===== config.mk =====
export PLATFORM = sky130hd
export DESIGN_NAME = modular_exponentiation
export DESIGN_NICKNAME = d
export VERILOG_FILES = /design/src/hdl/modexp_pkg.sv /design/src/hdl/modexp_mulmod.sv /design/src/hdl/modular_exponentiation.sv
export SDC_FILE = /design/constraint.sdc
export NUM_CORES = 1
export LEC_CHECK = 0
export BUFFER_PORTS_ARGS = -buffer_cell sky130_fd_sc_hd__buf_2
export CAP_MARGIN = 20
export CORE_ASPECT_RATIO = 1.25
export CORE_MARGIN = 1.5
export CORE_UTILIZATION = 40
export CTS_BUF_LIST = sky130_fd_sc_hd__clkbuf_8
export DETAILED_ROUTE_END_ITERATION = 6
export HOLD_SLACK_MARGIN = 0.15
export SYNTH_ARGS = -nofsm -noshare
export SYNTH_HDL_FRONTEND = slang
export SYNTH_SLANG_ARGS = --single-unit

===== constraint.sdc =====
create_clock -name clk -period 15.62 [get_ports clk]
set_clock_uncertainty 0.1 [all_clocks]
set_input_delay 0.781 -clock clk [delete_from_list [all_inputs] [get_ports clk]]
set_output_delay 0.781 -clock clk [all_outputs]
set_load 0.02 [all_outputs]

===== src/hdl/modexp_pkg.sv =====
// Shared types and constants for the modular exponentiation block.
// No dependencies.
`default_nettype none
package modexp_pkg;

	// fixed field widths
	localparam int BASE_W = 31;
	localparam int RES_W  = 31;
	// multiplier scans BASE_W multiplier bits, one per cycle
	localparam int CNT_W  = $clog2(BASE_W);

	typedef enum logic [2:0] {
		ST_IDLE,
		ST_RED_GO,
		ST_RED_WAIT,
		ST_SQ_GO,
		ST_SQ_WAIT,
		ST_MU_GO,
		ST_MU_WAIT
	} state_t;

endpackage
`default_nettype wire


===== src/hdl/modexp_mulmod.sv =====
// Bit-serial modular multiplier: p = (a * b) mod m, one bit of b per cycle, MSB first.
// Depends on modexp_pkg.
`default_nettype none
module modexp_mulmod #(
	parameter int MW = 31
) (
	input  wire                         clk,
	input  wire                         arst_n,
	input  wire                         go,
	input  wire [MW-1:0]                a,
	input  wire [modexp_pkg::BASE_W-1:0] b,
	input  wire [MW-1:0]                m,
	output logic                        busy,
	output logic                        done,
	output logic [MW-1:0]               p
);

	logic                          run_q;
	logic                          done_q;
	logic [modexp_pkg::CNT_W-1:0]  cnt_q;
	logic [MW-1:0]                 r_q;
	logic [MW-1:0]                 a_q;
	logic [modexp_pkg::BASE_W-1:0] b_q;

	logic [MW+1:0] t;
	logic [MW+1:0] m1;
	logic [MW+1:0] m2;
	logic [MW+1:0] sel;

	// r < m and a < m (or a = 1), so 2r + a < 3m: at most one subtraction, of 2m or of m
	always_comb begin
		m1 = {2'b00, m};
		m2 = {1'b0, m, 1'b0};
		t  = {1'b0, r_q, 1'b0} + (b_q[modexp_pkg::BASE_W-1] ? {2'b00, a_q} : '0);
		if (t >= m2) begin
			sel = t - m2;
		end else if (t >= m1) begin
			sel = t - m1;
		end else begin
			sel = t;
		end
	end

	always_ff @(posedge clk or negedge arst_n) begin
		if (!arst_n) begin
			run_q  <= 1'b0;
			done_q <= 1'b0;
			cnt_q  <= '0;
		end else begin
			done_q <= 1'b0;
			if (go && !run_q) begin
				run_q <= 1'b1;
				cnt_q <= '0;
			end else if (run_q) begin
				cnt_q <= cnt_q + 1'b1;
				if (cnt_q == modexp_pkg::CNT_W'(modexp_pkg::BASE_W - 1)) begin
					run_q  <= 1'b0;
					done_q <= 1'b1;
				end
			end
		end
	end

	always_ff @(posedge clk) begin
		if (go && !run_q) begin
			r_q <= '0;
			a_q <= a;
			b_q <= b;
		end else if (run_q) begin
			r_q <= sel[MW-1:0];
			b_q <= {b_q[modexp_pkg::BASE_W-2:0], 1'b0};
		end
	end

	assign busy = run_q;
	assign done = done_q;
	assign p    = r_q;

endmodule
`default_nettype wire


===== src/hdl/modular_exponentiation.sv =====
// Top level: square-and-multiply sequencer around one bit-serial modular multiplier.
// Depends on modexp_pkg and modexp_mulmod.
`default_nettype none
// A request is taken when start is high and busy is low; busy stays high until the
// answer is ready, and power_result is valid for the single cycle in which done is
// high (it cannot be held off). Exponent zero gives 1 and modulus zero gives 0, in the
// cycle after the request. Otherwise the shared multiplier does all the work, one
// multiplier bit per cycle: one product to reduce the base, one squaring for every
// exponent bit (leading zeros included) and one extra product for every set bit.
module modular_exponentiation #(
	parameter int EXP_WIDTH = 32,
	parameter int MOD_WIDTH = 31
) (
	input  wire                          clk,
	input  wire                          arst_n,
	input  wire                          start,
	output logic                         busy,
	input  wire [modexp_pkg::BASE_W-1:0] base_value,
	input  wire [EXP_WIDTH-1:0]          exponent,
	input  wire [MOD_WIDTH-1:0]          modulus,
	output logic                         done,
	output logic [modexp_pkg::RES_W-1:0] power_result
);

	localparam int BC_W = $clog2(EXP_WIDTH + 1);

	modexp_pkg::state_t state_q, state_d;

	logic [modexp_pkg::BASE_W-1:0] base_q;
	logic [EXP_WIDTH-1:0]          exp_q;
	logic [MOD_WIDTH-1:0]          mod_q;
	logic [MOD_WIDTH-1:0]          bred_q;
	logic [MOD_WIDTH-1:0]          acc_q;
	logic [BC_W-1:0]               bit_cnt_q;
	logic                          done_q;
	logic [modexp_pkg::RES_W-1:0]  power_result_q;

	logic                          accept;
	logic                          last_bit;
	logic                          mm_go;
	logic                          mm_busy;
	logic                          mm_done;
	logic [MOD_WIDTH-1:0]          mm_a;
	logic [modexp_pkg::BASE_W-1:0] mm_b;
	logic [MOD_WIDTH-1:0]          mm_p;

	assign accept   = start && (state_q == modexp_pkg::ST_IDLE);
	assign last_bit = (bit_cnt_q == BC_W'(1));

	modexp_mulmod #(
		.MW(MOD_WIDTH)
	) u_mulmod (
		.clk   (clk),
		.arst_n(arst_n),
		.go    (mm_go),
		.a     (mm_a),
		.b     (mm_b),
		.m     (mod_q),
		.busy  (mm_busy),
		.done  (mm_done),
		.p     (mm_p)
	);

	// next state
	always_comb begin
		state_d = state_q;
		unique case (state_q)
			modexp_pkg::ST_IDLE: begin
				if (start && (exponent != '0) && (modulus != '0)) begin
					state_d = modexp_pkg::ST_RED_GO;
				end
			end
			modexp_pkg::ST_RED_GO:   state_d = modexp_pkg::ST_RED_WAIT;
			modexp_pkg::ST_RED_WAIT: begin
				if (mm_done) begin
					state_d = modexp_pkg::ST_SQ_GO;
				end
			end
			modexp_pkg::ST_SQ_GO:    state_d = modexp_pkg::ST_SQ_WAIT;
			modexp_pkg::ST_SQ_WAIT: begin
				if (mm_done) begin
					if (exp_q[EXP_WIDTH-1]) begin
						state_d = modexp_pkg::ST_MU_GO;
					end else if (last_bit) begin
						state_d = modexp_pkg::ST_IDLE;
					end else begin
						state_d = modexp_pkg::ST_SQ_GO;
					end
				end
			end
			modexp_pkg::ST_MU_GO:    state_d = modexp_pkg::ST_MU_WAIT;
			modexp_pkg::ST_MU_WAIT: begin
				if (mm_done) begin
					state_d = last_bit ? modexp_pkg::ST_IDLE : modexp_pkg::ST_SQ_GO;
				end
			end
			default:                 state_d = modexp_pkg::ST_IDLE;
		endcase
	end

	// outputs and multiplier operands
	always_comb begin
		busy  = (state_q != modexp_pkg::ST_IDLE);
		mm_go = 1'b0;
		mm_a  = acc_q;
		mm_b  = modexp_pkg::BASE_W'(acc_q);
		unique case (state_q)
			modexp_pkg::ST_RED_GO: begin
				// base mod m computed as 1 * base
				mm_go = 1'b1;
				mm_a  = MOD_WIDTH'(1);
				mm_b  = base_q;
			end
			modexp_pkg::ST_SQ_GO: begin
				mm_go = 1'b1;
			end
			modexp_pkg::ST_MU_GO: begin
				mm_go = 1'b1;
				mm_a  = bred_q;
			end
			default: begin
				mm_go = 1'b0;
			end
		endcase
	end

	always_ff @(posedge clk or negedge arst_n) begin
		if (!arst_n) begin
			state_q <= modexp_pkg::ST_IDLE;
			done_q  <= 1'b0;
		end else begin
			state_q <= state_d;
			done_q  <= 1'b0;
			if (accept && ((exponent == '0) || (modulus == '0))) begin
				done_q <= 1'b1;
			end else if (mm_done && (state_d == modexp_pkg::ST_IDLE)) begin
				done_q <= 1'b1;
			end
		end
	end

	always_ff @(posedge clk) begin
		if (accept) begin
			base_q    <= base_value;
			exp_q     <= exponent;
			mod_q     <= modulus;
			acc_q     <= MOD_WIDTH'(1);
			bit_cnt_q <= BC_W'(EXP_WIDTH);
			if (exponent == '0) begin
				power_result_q <= modexp_pkg::RES_W'(1);
			end else begin
				power_result_q <= '0;
			end
		end else if (mm_done) begin
			unique case (state_q)
				modexp_pkg::ST_RED_WAIT: begin
					bred_q <= mm_p;
				end
				modexp_pkg::ST_SQ_WAIT: begin
					acc_q <= mm_p;
					if (!exp_q[EXP_WIDTH-1]) begin
						exp_q          <= exp_q << 1;
						bit_cnt_q      <= bit_cnt_q - 1'b1;
						power_result_q <= modexp_pkg::RES_W'(mm_p);
					end
				end
				modexp_pkg::ST_MU_WAIT: begin
					acc_q          <= mm_p;
					exp_q          <= exp_q << 1;
					bit_cnt_q      <= bit_cnt_q - 1'b1;
					power_result_q <= modexp_pkg::RES_W'(mm_p);
				end
				default: begin
					acc_q <= acc_q;
				end
			endcase
		end
	end

	assign done         = done_q;
	assign power_result = power_result_q;

`ifndef SYNTH
	// the multiplier is only launched when it is free
	a_go_idle: assert property (@(posedge clk) disable iff (!arst_n)
		mm_go |-> !mm_busy)
		else $error("multiplier launched while running");

	// a finished product always lands in a waiting state
	a_done_wait: assert property (@(posedge clk) disable iff (!arst_n)
		mm_done |-> (state_q == modexp_pkg::ST_RED_WAIT ||
			state_q == modexp_pkg::ST_SQ_WAIT || state_q == modexp_pkg::ST_MU_WAIT))
		else $error("multiplier result outside a wait state");

	// reduced base stays below the modulus for every multiply step
	a_bred_range: assert property (@(posedge clk) disable iff (!arst_n)
		(state_q == modexp_pkg::ST_MU_GO) |-> (bred_q < mod_q))
		else $error("reduced base not below modulus");
`endif

endmodule
`default_nettype wire


==> impl_metrics.py, run 1 <==
metrics = {
    "run_status": {
        "status": "finished clean",
    },
    "global_route": {
        "antenna_found_initial": 0,
        "grt_pass1_wl_um": 67460,
        "grt_usage_pct": 20.46,
        "overflow": 0,
        "grt_max_degree": 75,
        "grt_pass1_vias": 12231,
    },
    "synthesis": {
        "netlist.area_leader.share_pct": 39.94,
        "synth_cell_types": 71,
        "async_reset_ff_share_pct": 3.704,
        "synth-seq-cells": 297,
        "synthFlopType": "edfxtp_1",
        "synth_largest_area_cell": "edfxtp_1",
        "syn_nets": 1800,
        "netlist_area_mm2": 0.01639,
        "avgSynthCellArea_um2": 10.22,
        "synth_edf_count": 218,
        "synthCells": 1604,
        "yosys_warnings": 0,
        "synth_area_leaders": "edfxtp_1, dfxtp_1, ha_1",
        "ys_seq_area_share_pct": 49.93,
    },
    "timing": {
        "rsz0062_at_grt": "no",
        "hold_slack_ns": 0.2387,
        "fin_ws_ns": 8.887,
        "fmax_ghz": 0.1485,
        "setup_viol": 0,
        "drv_slew": 0,
        "tightest_slew_ns": 0.9405,
        "fin_setup_tns_ns": 0,
        "slew_headroom_pct": 37.30,
        "period_minus_slack_ns": 6.733,
        "finalHoldViolCount": 0,
        "period_share_pct": 43.10,
    },
    "setup_path": {
        "cp_max_fo": 39,
        "rrSetupSlack_ns": 8.89,
        "cp_data_arrival_time_ns": 7.19,
        "start_kind": "register",
        "critPathCapture": "u_mulmod.p[18]",
        "r2r-end": "u_mulmod.p[18]",
        "rr_worst_depth": 23,
        "critPathSlowestCell": "edfxtp_1",
        "crit_path_end_kind": "register",
        "cpPeakStageDelay_ns": 0.69,
        "cp_data_required_time_ns": 16.08,
        "r2r-start": "u_mulmod.b_q[30]",
        "crit_path_cell_trace": "and2_1 > ha_1 > fa_1 > a211oi_1 > o21ba_2 > a211oi_1 > o2111a_1 > nor2_1 > o21ba_2 > o21ai_0 > xor2_1 > ha_1 > and4_1 > nand3_1 > nor2_1 > a31oi_1 > or3b_1 > a211o_1 > a2bb2oi_2 > buf_4 > nor2b_1 > a22oi_1 > o211ai_1",
        "crit_type": "reg2reg",
        "crit_path_start": "u_mulmod.b_q[30]",
    },
    "layout": {
        "fillCellCount": 3880,
        "n_antenna_cell": 0,
        "layout.nets": 1930,
        "synthToLayoutAreaGrowth_pct": 13.46,
        "drive_gt1_share_pct": 13.42,
    },
    "clock_tree": {
        "clock_latency_ns": 0.63,
        "cts_tree": "done",
        "clk_pin_slew_worst_paths_ns": 0.07,
        "post-cts-setup-buffers": 0,
        "cts.path.max_buffers": 3,
        "numCtsBuffers": 48,
        "cts-root-buf": "clkbuf_8",
        "htree_levels": 2,
        "cts.sinks": 297,
    },
    "power_and_ir_drop": {
        "powerDensity_mw_per_mm2": 194.5,
        "netSwitchingFraction_pct": 42.44,
        "pwr-share-comb_pct": 52.7,
        "clkPwrFrac_pct": 18.8,
        "intPower_mw": 2.082,
        "seqPwrFrac_pct": 28.4,
        "power_switching_mw": 1.535,
        "peakVddDrop_mv": 0.07926,
        "p_leak_nw": 7.648,
    },
    "routing": {
        "dr.pass1.iters": 5,
        "drcViolationCount": 0,
        "drt_iter0_markers": 833,
        "via_per_inst": 5.319,
        "routedWlPerCell_um": 18.50,
        "final_antenna_net_count": 0,
        "vias": 12340,
        "wl_um": 42930,
    },
    "worst_hold_path": {
        "hold_path_class": "in2reg",
    },
    "floorplanning": {
        "io_pins": 130,
        "fp.dieH_um": 229.3,
        "dieArea_mm2": 0.04220,
        "start_util_pct": 40.75,
        "coreArea_mm2": 0.04022,
        "row_count": 82,
        "die_x_um": 184.1,
    },
    "place": {
        "gp_congestion": 0.8799,
        "place_ws_ns": 8.677,
        "dp_hpwl_um": 31050,
        "port_buffers": 129,
    },
    "job": {
        "max_cap_violations": 0,
    },
}
-- power groups by stage --
stage / sequential [mW] / clock [mW] / combinational [mW]
after global placement: 1.05 / 0 / 1.85
after CTS: 1.03 / 0.702 / 1.88
after detailed placement: 1.05 / 0 / 1.87
after floorplan: 0.989 / 0 / 1.46
final: 1.03 / 0.681 / 1.91
after global routing: 1.04 / 0.730 / 2.11
-- synth_stat cells (27+ instances only) --
master    count
xnor2_1      53
a21oi_1     125
nor2_1       60
mux2i_1      37
nand2_1     233
a21o_1       35
dfxtp_1      68
edfxtp_1    218
xor2_1       36
o21ai_0     134
ha_1         96
and2_1       68
inv_1        59
a22o_1       32
clkbuf_1     56
nand3_1      27
-- worst min path at each step --
stage	cells after the start	start	to	slack, ns
global placement	2	acc_q[29]	acc_q[29]	0.36
CTS	1	modulus[16]	mod_q[16]	0.18
global route	1	base_value[21]	base_q[21]	0.20
detailed placement	2	acc_q[1]	acc_q[1]	0.37
floorplan	2	acc_q[10]	acc_q[10]	0.35
finish	1	modulus[16]	mod_q[16]	0.24
-- area by class of cell --
cell class | count | area, µm² | area share [%]
inverters | 60 | 227.7 | 1.225
repair buffers | 146 | 779.5 | 4.192
clock buffers | 54 | 743.2 | 3.997
well taps | 546 | 683.2 | 3.674
multi-input cells | 1181 | 7765 | 41.76
clock inverters | 36 | 214.0 | 1.151
flip-flops and latches | 297 | 8183 | 44.00
-- critical path: cells and delay by family (launching register included) --
family | cells | cell delay [ns]
AO/OA/AOI/OAI | 11 | 2.13
XOR/XNOR | 1 | 0.37
adder cells (fa/ha/maj) | 3 | 1.03
buffers and inverters | 1 | 0.36
flip-flops | 1 | 0.69
AND/OR/NAND/NOR | 7 | 1.98
-- cell usage in the layout (no fill, tap or decap), types with 17 or more instances in the layout --
cell        n
nand2_1   232
edfxtp_1  218
o21ai_0   134
buf_2     129
a21oi_1   124
ha_1       96
inv_1      76
and2_1     68
dfxtp_1    68
nor2_1     59
clkbuf_8   54
xnor2_1    53
mux2i_1    37
xor2_1     36
a21o_1     35
a22o_1     32
nand3_1    26
nor4_1     19
a22oi_1    18
nand4_1    17
-- stage by stage --
| stage | instance area, µm² | std cells | power, mW | util [%] |
|---|---|---|---|---|
| 2_1_floorplan | 16390 | 1604 | 2.453 | - |
| 4_1_cts | 18580 | 2319 | 3.607 | 46.21 |
| 6_report | 18600 | 2320 | 3.618 | 46.24 |
| 5_1_grt | 18600 | 2320 | 3.872 | 46.24 |
| 3_3_place_gp | 17620 | 2228 | 2.896 | 43.80 |
| 3_5_place_dp | 17620 | 2228 | 2.911 | 43.80 |
-- per-layer routing --
metal  vias to the layer above  track usage [%]  part of all wire, %
met2                       289            31.89                   45
li1                       6146                -                    -
met1                      5828            28.45                   47
met3                        77            3.101                  4.2
met4                         0            8.171                  3.6
met5                         -                0                    0
-- flip-flops by register name, indices dropped and copies added (netlist names), 31 cells and up --
name,flops
exp_q,32
acc_q,31
base_q,31
bred_q,31
mod_q,31
power_result,31
u_mulmod.a_q,31
u_mulmod.b_q,31
u_mulmod.p,31
-- cell families after synthesis --
kind of cell	after synthesis	share of synthesized area, %
AOI/OAI and AO/OA	457	17.88
xor gates and xnor gates	89	4.756
adders and majority gates	99	7.695
buffers and inverters	126	2.985
DFF	297	49.93
muxes	37	2.260
and+or+nand+nor	499	14.50
-- repair_timing --
item	CTS	global route
hold buffers	1	0
gates resized for setup	0	0
endpoints found under the hold margin	11	0
Power figures use the tool's default switching activity.
==> run 2, diff against run 1 <==
==> constraint.sdc (replaced) <==
create_clock -name clk -period 5.6 [get_ports clk]
set_clock_uncertainty 0.1 [all_clocks]
set_input_delay 0.28 -clock clk [delete_from_list [all_inputs] [get_ports clk]]
set_output_delay 0.28 -clock clk [all_outputs]
set_load 0.02 [all_outputs]
==> run 2 against run 1 <==
Against the previous run: core utilization rose by 4.5 points; first-iteration DRC count rose by 17%; critical path depth decreased by 1; highest routed layer unchanged.
==> impl_metrics.py, run 2 (synthesis results as in run 1) <==
metrics = {
    "layout": {
        "synthToLayoutAreaGrowth_pct": 24.42,
        "final_cell_mix": "nand2_1, edfxtp_1, buf_2",
        "utilization_pct": 50.70,
        "largest_reg_flops": 32,
        "layout.nets": 2084,
        "fillCellCount": 3713,
        "largest_register": "exp_q",
        "final_cells": 2477,
        "regArea_mm2": 0.008183,
        "drive_gt1_share_pct": 17.47,
        "multi_input_area_mm2": 0.008034,
        "final_common_cell": "nand2_1",
    },
    "routing": {
        "dr.pass1.iters": 5,
        "final_antenna_net_count": 0,
        "drcViolationCount": 0,
        "vias": 13060,
        "via_per_inst": 5.273,
        "drt_iter0_markers": 976,
        "wl_um": 45250,
        "routedWlPerCell_um": 18.27,
    },
    "run_status": {
        "status": "finished clean",
    },
    "global_route": {
        "grt_max_degree": 96,
        "grt_usage_pct": 21.29,
        "grt_pass1_wl_um": 69760,
        "grt_pass1_vias": 12849,
        "overflow": 0,
        "antenna_found_initial": 2,
    },
    "place": {
        "gp_congestion": 0.8900,
        "port_buffers": 129,
        "dp_hpwl_um": 31680,
        "placed_cells": 2275,
    },
    "clock_tree": {
        "clk_pin_slew_worst_paths_ns": 0.06,
        "htree_levels": 2,
        "clock_latency_ns": 0.65,
        "cts_tree": "done",
        "numCtsBuffers": 50,
        "cts.sinks": 297,
        "cts.path.max_buffers": 3,
        "cts-root-buf": "clkbuf_8",
    },
    "power_and_ir_drop": {
        "peakVddDrop_mv": 0.2710,
        "powerDensity_mw_per_mm2": 538.5,
        "p_leak_nw": 8.405,
    },
    "timing": {
        "setup_viol": 0,
        "fmax_ghz": 0.1844,
        "drv_slew": 0,
        "finalHoldViolCount": 0,
        "tightest_slew_ns": 0.8685,
        "period_minus_slack_ns": 5.424,
        "period_share_pct": 96.86,
        "slew_headroom_pct": 42.10,
    },
    "floorplanning": {
        "start_util_pct": 40.75,
        "dieArea_mm2": 0.04220,
        "die_x_um": 184.1,
        "row_count": 82,
        "fp.dieH_um": 229.3,
        "coreArea_mm2": 0.04022,
        "io_pins": 130,
    },
    "setup_path": {
        "cpPeakStageDelay_ns": 0.42,
        "crit_path_end_kind": "register",
        "cp_max_fo": 10,
        "start_kind": "register",
        "cp_data_arrival_time_ns": 5.84,
        "crit_path_cell_trace": "buf_6 > and2_1 > ha_1 > and2_1 > a21boi_0 > a211o_1 > o211ai_1 > buf_4 > a21oi_2 > a31o_2 > o41a_1 > xnor2_2 > ha_4 > a21o_1 > a31oi_2 > or3b_1 > a211o_1 > a2bb2oi_4 > buf_12 > mux2i_1 > nor2_1 > a221o_1",
        "cp_data_required_time_ns": 6.01,
        "path_delay_family": "compound AO/OA/AOI/OAI gates",
        "crit_type": "reg2reg",
        "critPathSlowestCell": "edfxtp_1",
        "critPathBufInv": 3,
    },
    "worst_hold_path": {
        "hold_path_class": "in2reg",
    },
    "job": {
        "max_cap_violations": 0,
    },
}
run 2: changes by cell type in the layout (fill, tap and decap cells not counted), sizes merged:
cell / previous run / this run
clkbuf: 54 / 58
diode: 0 / 2
buf: 145 / 201
dlygate4sd3: 1 / 96
inv: 79 / 75
clkinv: 15 / 18
bufinv: 2 / 3
run 2: layer usage:
| layer | share of wire [%] | up-vias | global-route usage, % | wire [µm] |
|---|---|---|---|---|
| li1 | - | 6463 | - | - |
| met5 | 0 | - | 0 | 0 |
| met2 | 47 | 372 | 34.06 | 21170 |
| met3 | 4.5 | 79 | 2.830 | 2044 |
| met4 | 2.9 | 0 | 8.786 | 1332 |
| met1 | 46 | 6146 | 28.99 | 20710 |
run 2: stage by stage:
step | worst slack [ns] | TNS, ns | hold WS, ns | total power, mW | instance area, µm²
CTS | 0.01697 | 0 | 0.2134 | 10.63 | 20010
detailed placement | -0.05416 | -0.2195 | 0.07510 | 8.537 | 18010
finish | 0.1761 | 0 | 0.2205 | 10.98 | 20390
floorplan | 0.3095 | 0 | -0.1156 | 6.843 | 16390
global placement | 0.05858 | 0 | 0.06762 | 8.478 | 18010
global route | -0.02722 | -0.07138 | 0.2464 | 11.74 | 20390
run 2: tightest hold or removal path: stages:
cell and delay (ns):
buf_2 0.09, nand2b_1 0.07, or3_1 0.16, inv_4 0.17
nor2_1 0.13
run 2: final timing paths:
kind | from | to | slack, ns | cells after the start
min in group asynchronous | arst_n | u_mulmod.cnt_q[3] | 0.63 | 3
setup / recovery | u_mulmod.b_q[30] | u_mulmod.p[28] | 0.18 | 22
max in group asynchronous | arst_n | u_mulmod.cnt_q[0] | 4.39 | 3
setup reg to reg | u_mulmod.b_q[30] | u_mulmod.p[28] | 0.18 | 22
hold reg to reg | acc_q[11] | acc_q[11] | 0.37 | 2
hold / removal | start | bit_cnt_q[0] | 0.22 | 5
run 2: layout make-up:
type | count | area share, %
Antenna cell | 2 | 0.02454
Clock buffer | 57 | 3.847
Clock inverter | 36 | 1.184
Inverter | 60 | 1.117
Multi-Input combinational cell | 1181 | 39.40
Sequential cell | 297 | 40.13
Tap cell | 546 | 3.350
Timing Repair Buffer | 298 | 10.95
run 2: timing repair:
action,4_1_cts,5_1_grt
pin swaps,1,12
hold endpoints to repair,108,0
cloned,0,1
hold buffers,96,0
endpoints found under the setup margin,9,31
setup buffers,0,9
gates resized for setup,3,52
run 2: report_power, final:
| part | switching [mW] | internal (mW) |
|---|---|---|
| combinational | 3.37 | 2.78 |
| clock | 0.923 | 1.08 |
| sequential | 0.229 | 2.60 |
| total | 4.53 | 6.46 |
==> run 3, diff against run 2 <==
--- a/config.mk
+++ b/config.mk
@@ -5,6 +5,7 @@
 export SDC_FILE = /design/constraint.sdc
 export NUM_CORES = 1
 export LEC_CHECK = 0
+export ABC_AREA = 1
 export BUFFER_PORTS_ARGS = -buffer_cell sky130_fd_sc_hd__buf_2
 export CAP_MARGIN = 20
 export CORE_ASPECT_RATIO = 1.25
==> run 3 against run 2 <==
Against the previous run: critical path depth up 7; sequential cell count unchanged; sequential power down 17%; die area up 8.3%; critical path type unchanged; core utilization down 1.3 points; clock power down 3%; final area up 6.6%; area after synthesis up 8.4%; highest routed layer unchanged; largest power group is now registers; clock-buffer cell count up 1.
==> impl_metrics.py, run 3 <==
metrics = {
    "setup_path": {
        "r2r-end": "u_mulmod.p[25]",
        "cp.depth": 29,
        "crit_path_start": "u_mulmod.b_q[30]",
        "critPathCapture": "u_mulmod.p[25]",
        "crit_type": "reg2reg",
        "rrSetupSlack_ns": 0.50,
        "start_kind": "register",
        "rr_worst_depth": 29,
        "cp_data_arrival_time_ns": 5.54,
        "path_delay_family": "simple AND/OR/NAND/NOR gates",
        "cp_max_fo": 36,
        "cpMostUsedCell": "nand2_1",
        "critPathBufInv": 7,
        "r2r-start": "u_mulmod.b_q[30]",
        "cp_data_required_time_ns": 6.04,
        "crit_path_end_kind": "register",
        "critPathSlowestCell": "nor2_8",
        "cpPeakStageDelay_ns": 0.40,
    },
    "place": {
        "port_buffers": 129,
        "placed_cells": 2941,
        "dpl_cell_area_mm2": 0.01970,
        "place_ws_ns": 0.4357,
        "dp_hpwl_um": 40870,
        "gp_congestion": 0.9936,
    },
    "layout": {
        "layout.nets": 2715,
        "multi_input_area_mm2": 0.008262,
        "drive_gt1_share_pct": 13.72,
        "final_cell_mix": "nand2_1, inv_1, edfxtp_1",
        "largest_register": "exp_q",
        "final_common_cell": "nand2_1",
        "fin_area_mm2": 0.02173,
        "synthToLayoutAreaGrowth_pct": 22.30,
        "regArea_mm2": 0.008183,
        "final_cells": 3132,
        "fillCellCount": 4296,
        "largest_reg_flops": 32,
    },
    "global_route": {
        "grt_pass1_wl_um": 84640,
        "grt_max_degree": 71,
        "antenna_found_initial": 1,
        "overflow": 0,
        "grt_usage_pct": 23.81,
        "grt_pass1_vias": 15991,
    },
    "clock_tree": {
        "cts-root-buf": "clkbuf_8",
        "cts_tree": "done",
        "clock_latency_ns": 0.64,
        "htree_levels": 2,
        "clk_pin_slew_worst_paths_ns": 0.06,
        "cts.sinks": 297,
        "cts.path.max_buffers": 3,
        "numCtsBuffers": 49,
    },
    "synthesis": {
        "synth_largest_area_cell": "edfxtp_1",
        "synth_common_cells": "nand2_1, inv_1, edfxtp_1",
        "synth_cell_types": 48,
        "synthFlopType": "edfxtp_1",
        "synth_edf_count": 218,
        "yosys_warnings": 0,
        "synth_area_leaders": "edfxtp_1, nand2_1, dfxtp_1",
        "async_reset_ff_share_pct": 3.704,
        "ys_seq_area_share_pct": 46.06,
        "synthCells": 2195,
        "netlist_area_mm2": 0.01777,
        "netlist.area_leader.share_pct": 36.85,
        "synth.most_common_cell": "nand2_1",
        "synth-seq-cells": 297,
        "syn_nets": 2391,
        "avgSynthCellArea_um2": 8.094,
    },
    "timing": {
        "period_share_pct": 91.10,
        "fin_setup_tns_ns": 0,
        "fin_ws_ns": 0.4985,
        "hold_slack_ns": 0.2660,
        "finalHoldViolCount": 0,
        "drv_slew": 0,
        "rsz0062_at_grt": "no",
        "period_minus_slack_ns": 5.102,
        "tightest_slew_ns": 0.9319,
        "fmax_ghz": 0.1960,
        "setup_viol": 0,
        "slew_headroom_pct": 37.87,
    },
    "floorplanning": {
        "row_count": 86,
        "coreArea_mm2": 0.04401,
        "dieArea_mm2": 0.04570,
        "die_x_um": 191.5,
        "start_util_pct": 40.37,
        "fp.dieH_um": 238.6,
        "io_pins": 130,
    },
    "routing": {
        "via_per_inst": 5.060,
        "vias": 15847,
        "drt_iter0_markers": 903,
        "final_antenna_net_count": 0,
        "drcViolationCount": 0,
        "wl_um": 53800,
        "dr.pass1.iters": 5,
        "routedWlPerCell_um": 17.18,
    },
    "worst_hold_path": {
        "hold_path_class": "in2reg",
    },
    "power_and_ir_drop": {
        "intPower_mw": 3.446,
        "p_leak_nw": 10.38,
        "seqPwrFrac_pct": 53.4,
        "netSwitchingFraction_pct": 21.30,
        "power_switching_uw": 933.0,
        "pwr-share-comb_pct": 2.3,
        "peakVddDrop_mv": 0.2055,
        "powerDensity_mw_per_mm2": 201.6,
        "clkPwrFrac_pct": 44.3,
    },
    "job": {
        "max_cap_violations": 0,
    },
    "run_status": {
        "status": "finished clean",
    },
}
## run 3: logic make-up (layout without fill, tap and decap cells)
group | after synthesis | in the layout | synth area share, %
and+or+nand+nor | 990 | 990 | 23.40
AOI/OAI and AO/OA | 390 | 390 | 12.27
buffers and inverters | 346 | 710 | 7.578
DFF | 297 | 297 | 46.06
adders and majority gates | 99 | 99 | 7.099
xor gates and xnor gates | 73 | 73 | 3.599
other | 0 | 1 | 0
## run 3: worst min-delay path by stage
stage,cells past startpoint,start,endpoint,slack [ns]
global placement,1,arst_n,done,0.07
detailed placement,1,arst_n,done,0.07
finish,2,base_value[13],base_q[13],0.27
global route,2,modulus[28],mod_q[28],0.24
CTS,2,base_value[4],base_q[4],0.21
floorplan,0,arst_n,done,-0.12
## run 3: final cells by class
| class | instances | area share (%) |
|---|---|---|
| Sequential cell | 297 | 37.66 |
| Antenna cell | 1 | 0.01152 |
| Clock inverter | 33 | 0.9444 |
| Tap cell | 572 | 3.294 |
| Multi-Input combinational cell | 1552 | 38.02 |
| Clock buffer | 58 | 3.674 |
| Timing Repair Buffer | 331 | 11.41 |
| Inverter | 288 | 4.981 |
## run 3: stage by stage
step | utilization [%] | power (mW)
2_1_floorplan | - | 2.391
3_3_place_gp | 44.76 | 2.431
3_5_place_dp | 44.76 | 2.432
4_1_cts | 49.22 | 4.445
5_1_grt | 49.37 | 4.534
6_report | 49.37 | 4.379
## run 3: routing by layer
layer | global-route usage (%) | share of wire, % | vias up
met5 | 0 | 0 | -
li1 | - | - | 7984
met2 | 39.95 | 47 | 409
met4 | 10.01 | 3.7 | 0
met1 | 30.85 | 45 | 7361
met3 | 2.951 | 4.4 | 93
## run 3: power by group through the flow
stage                     registers, mW  clock network [mW]  logic, mW
after floorplan                    2.38                   0    0.00628
after global routing               2.34                2.09      0.109
after global placement             2.38                   0     0.0465
final                              2.34                1.94      0.102
after CTS                          2.34                2.01     0.0995
after detailed placement           2.38                   0     0.0477
## run 3: timing repair
action / in CTS / in global routing
setup buffers: 0 / 0
gates resized for setup: 0 / 1
endpoints found under the hold margin: 106 / 0
endpoints found under the setup margin: 0 / 21
hold buffers: 96 / 0
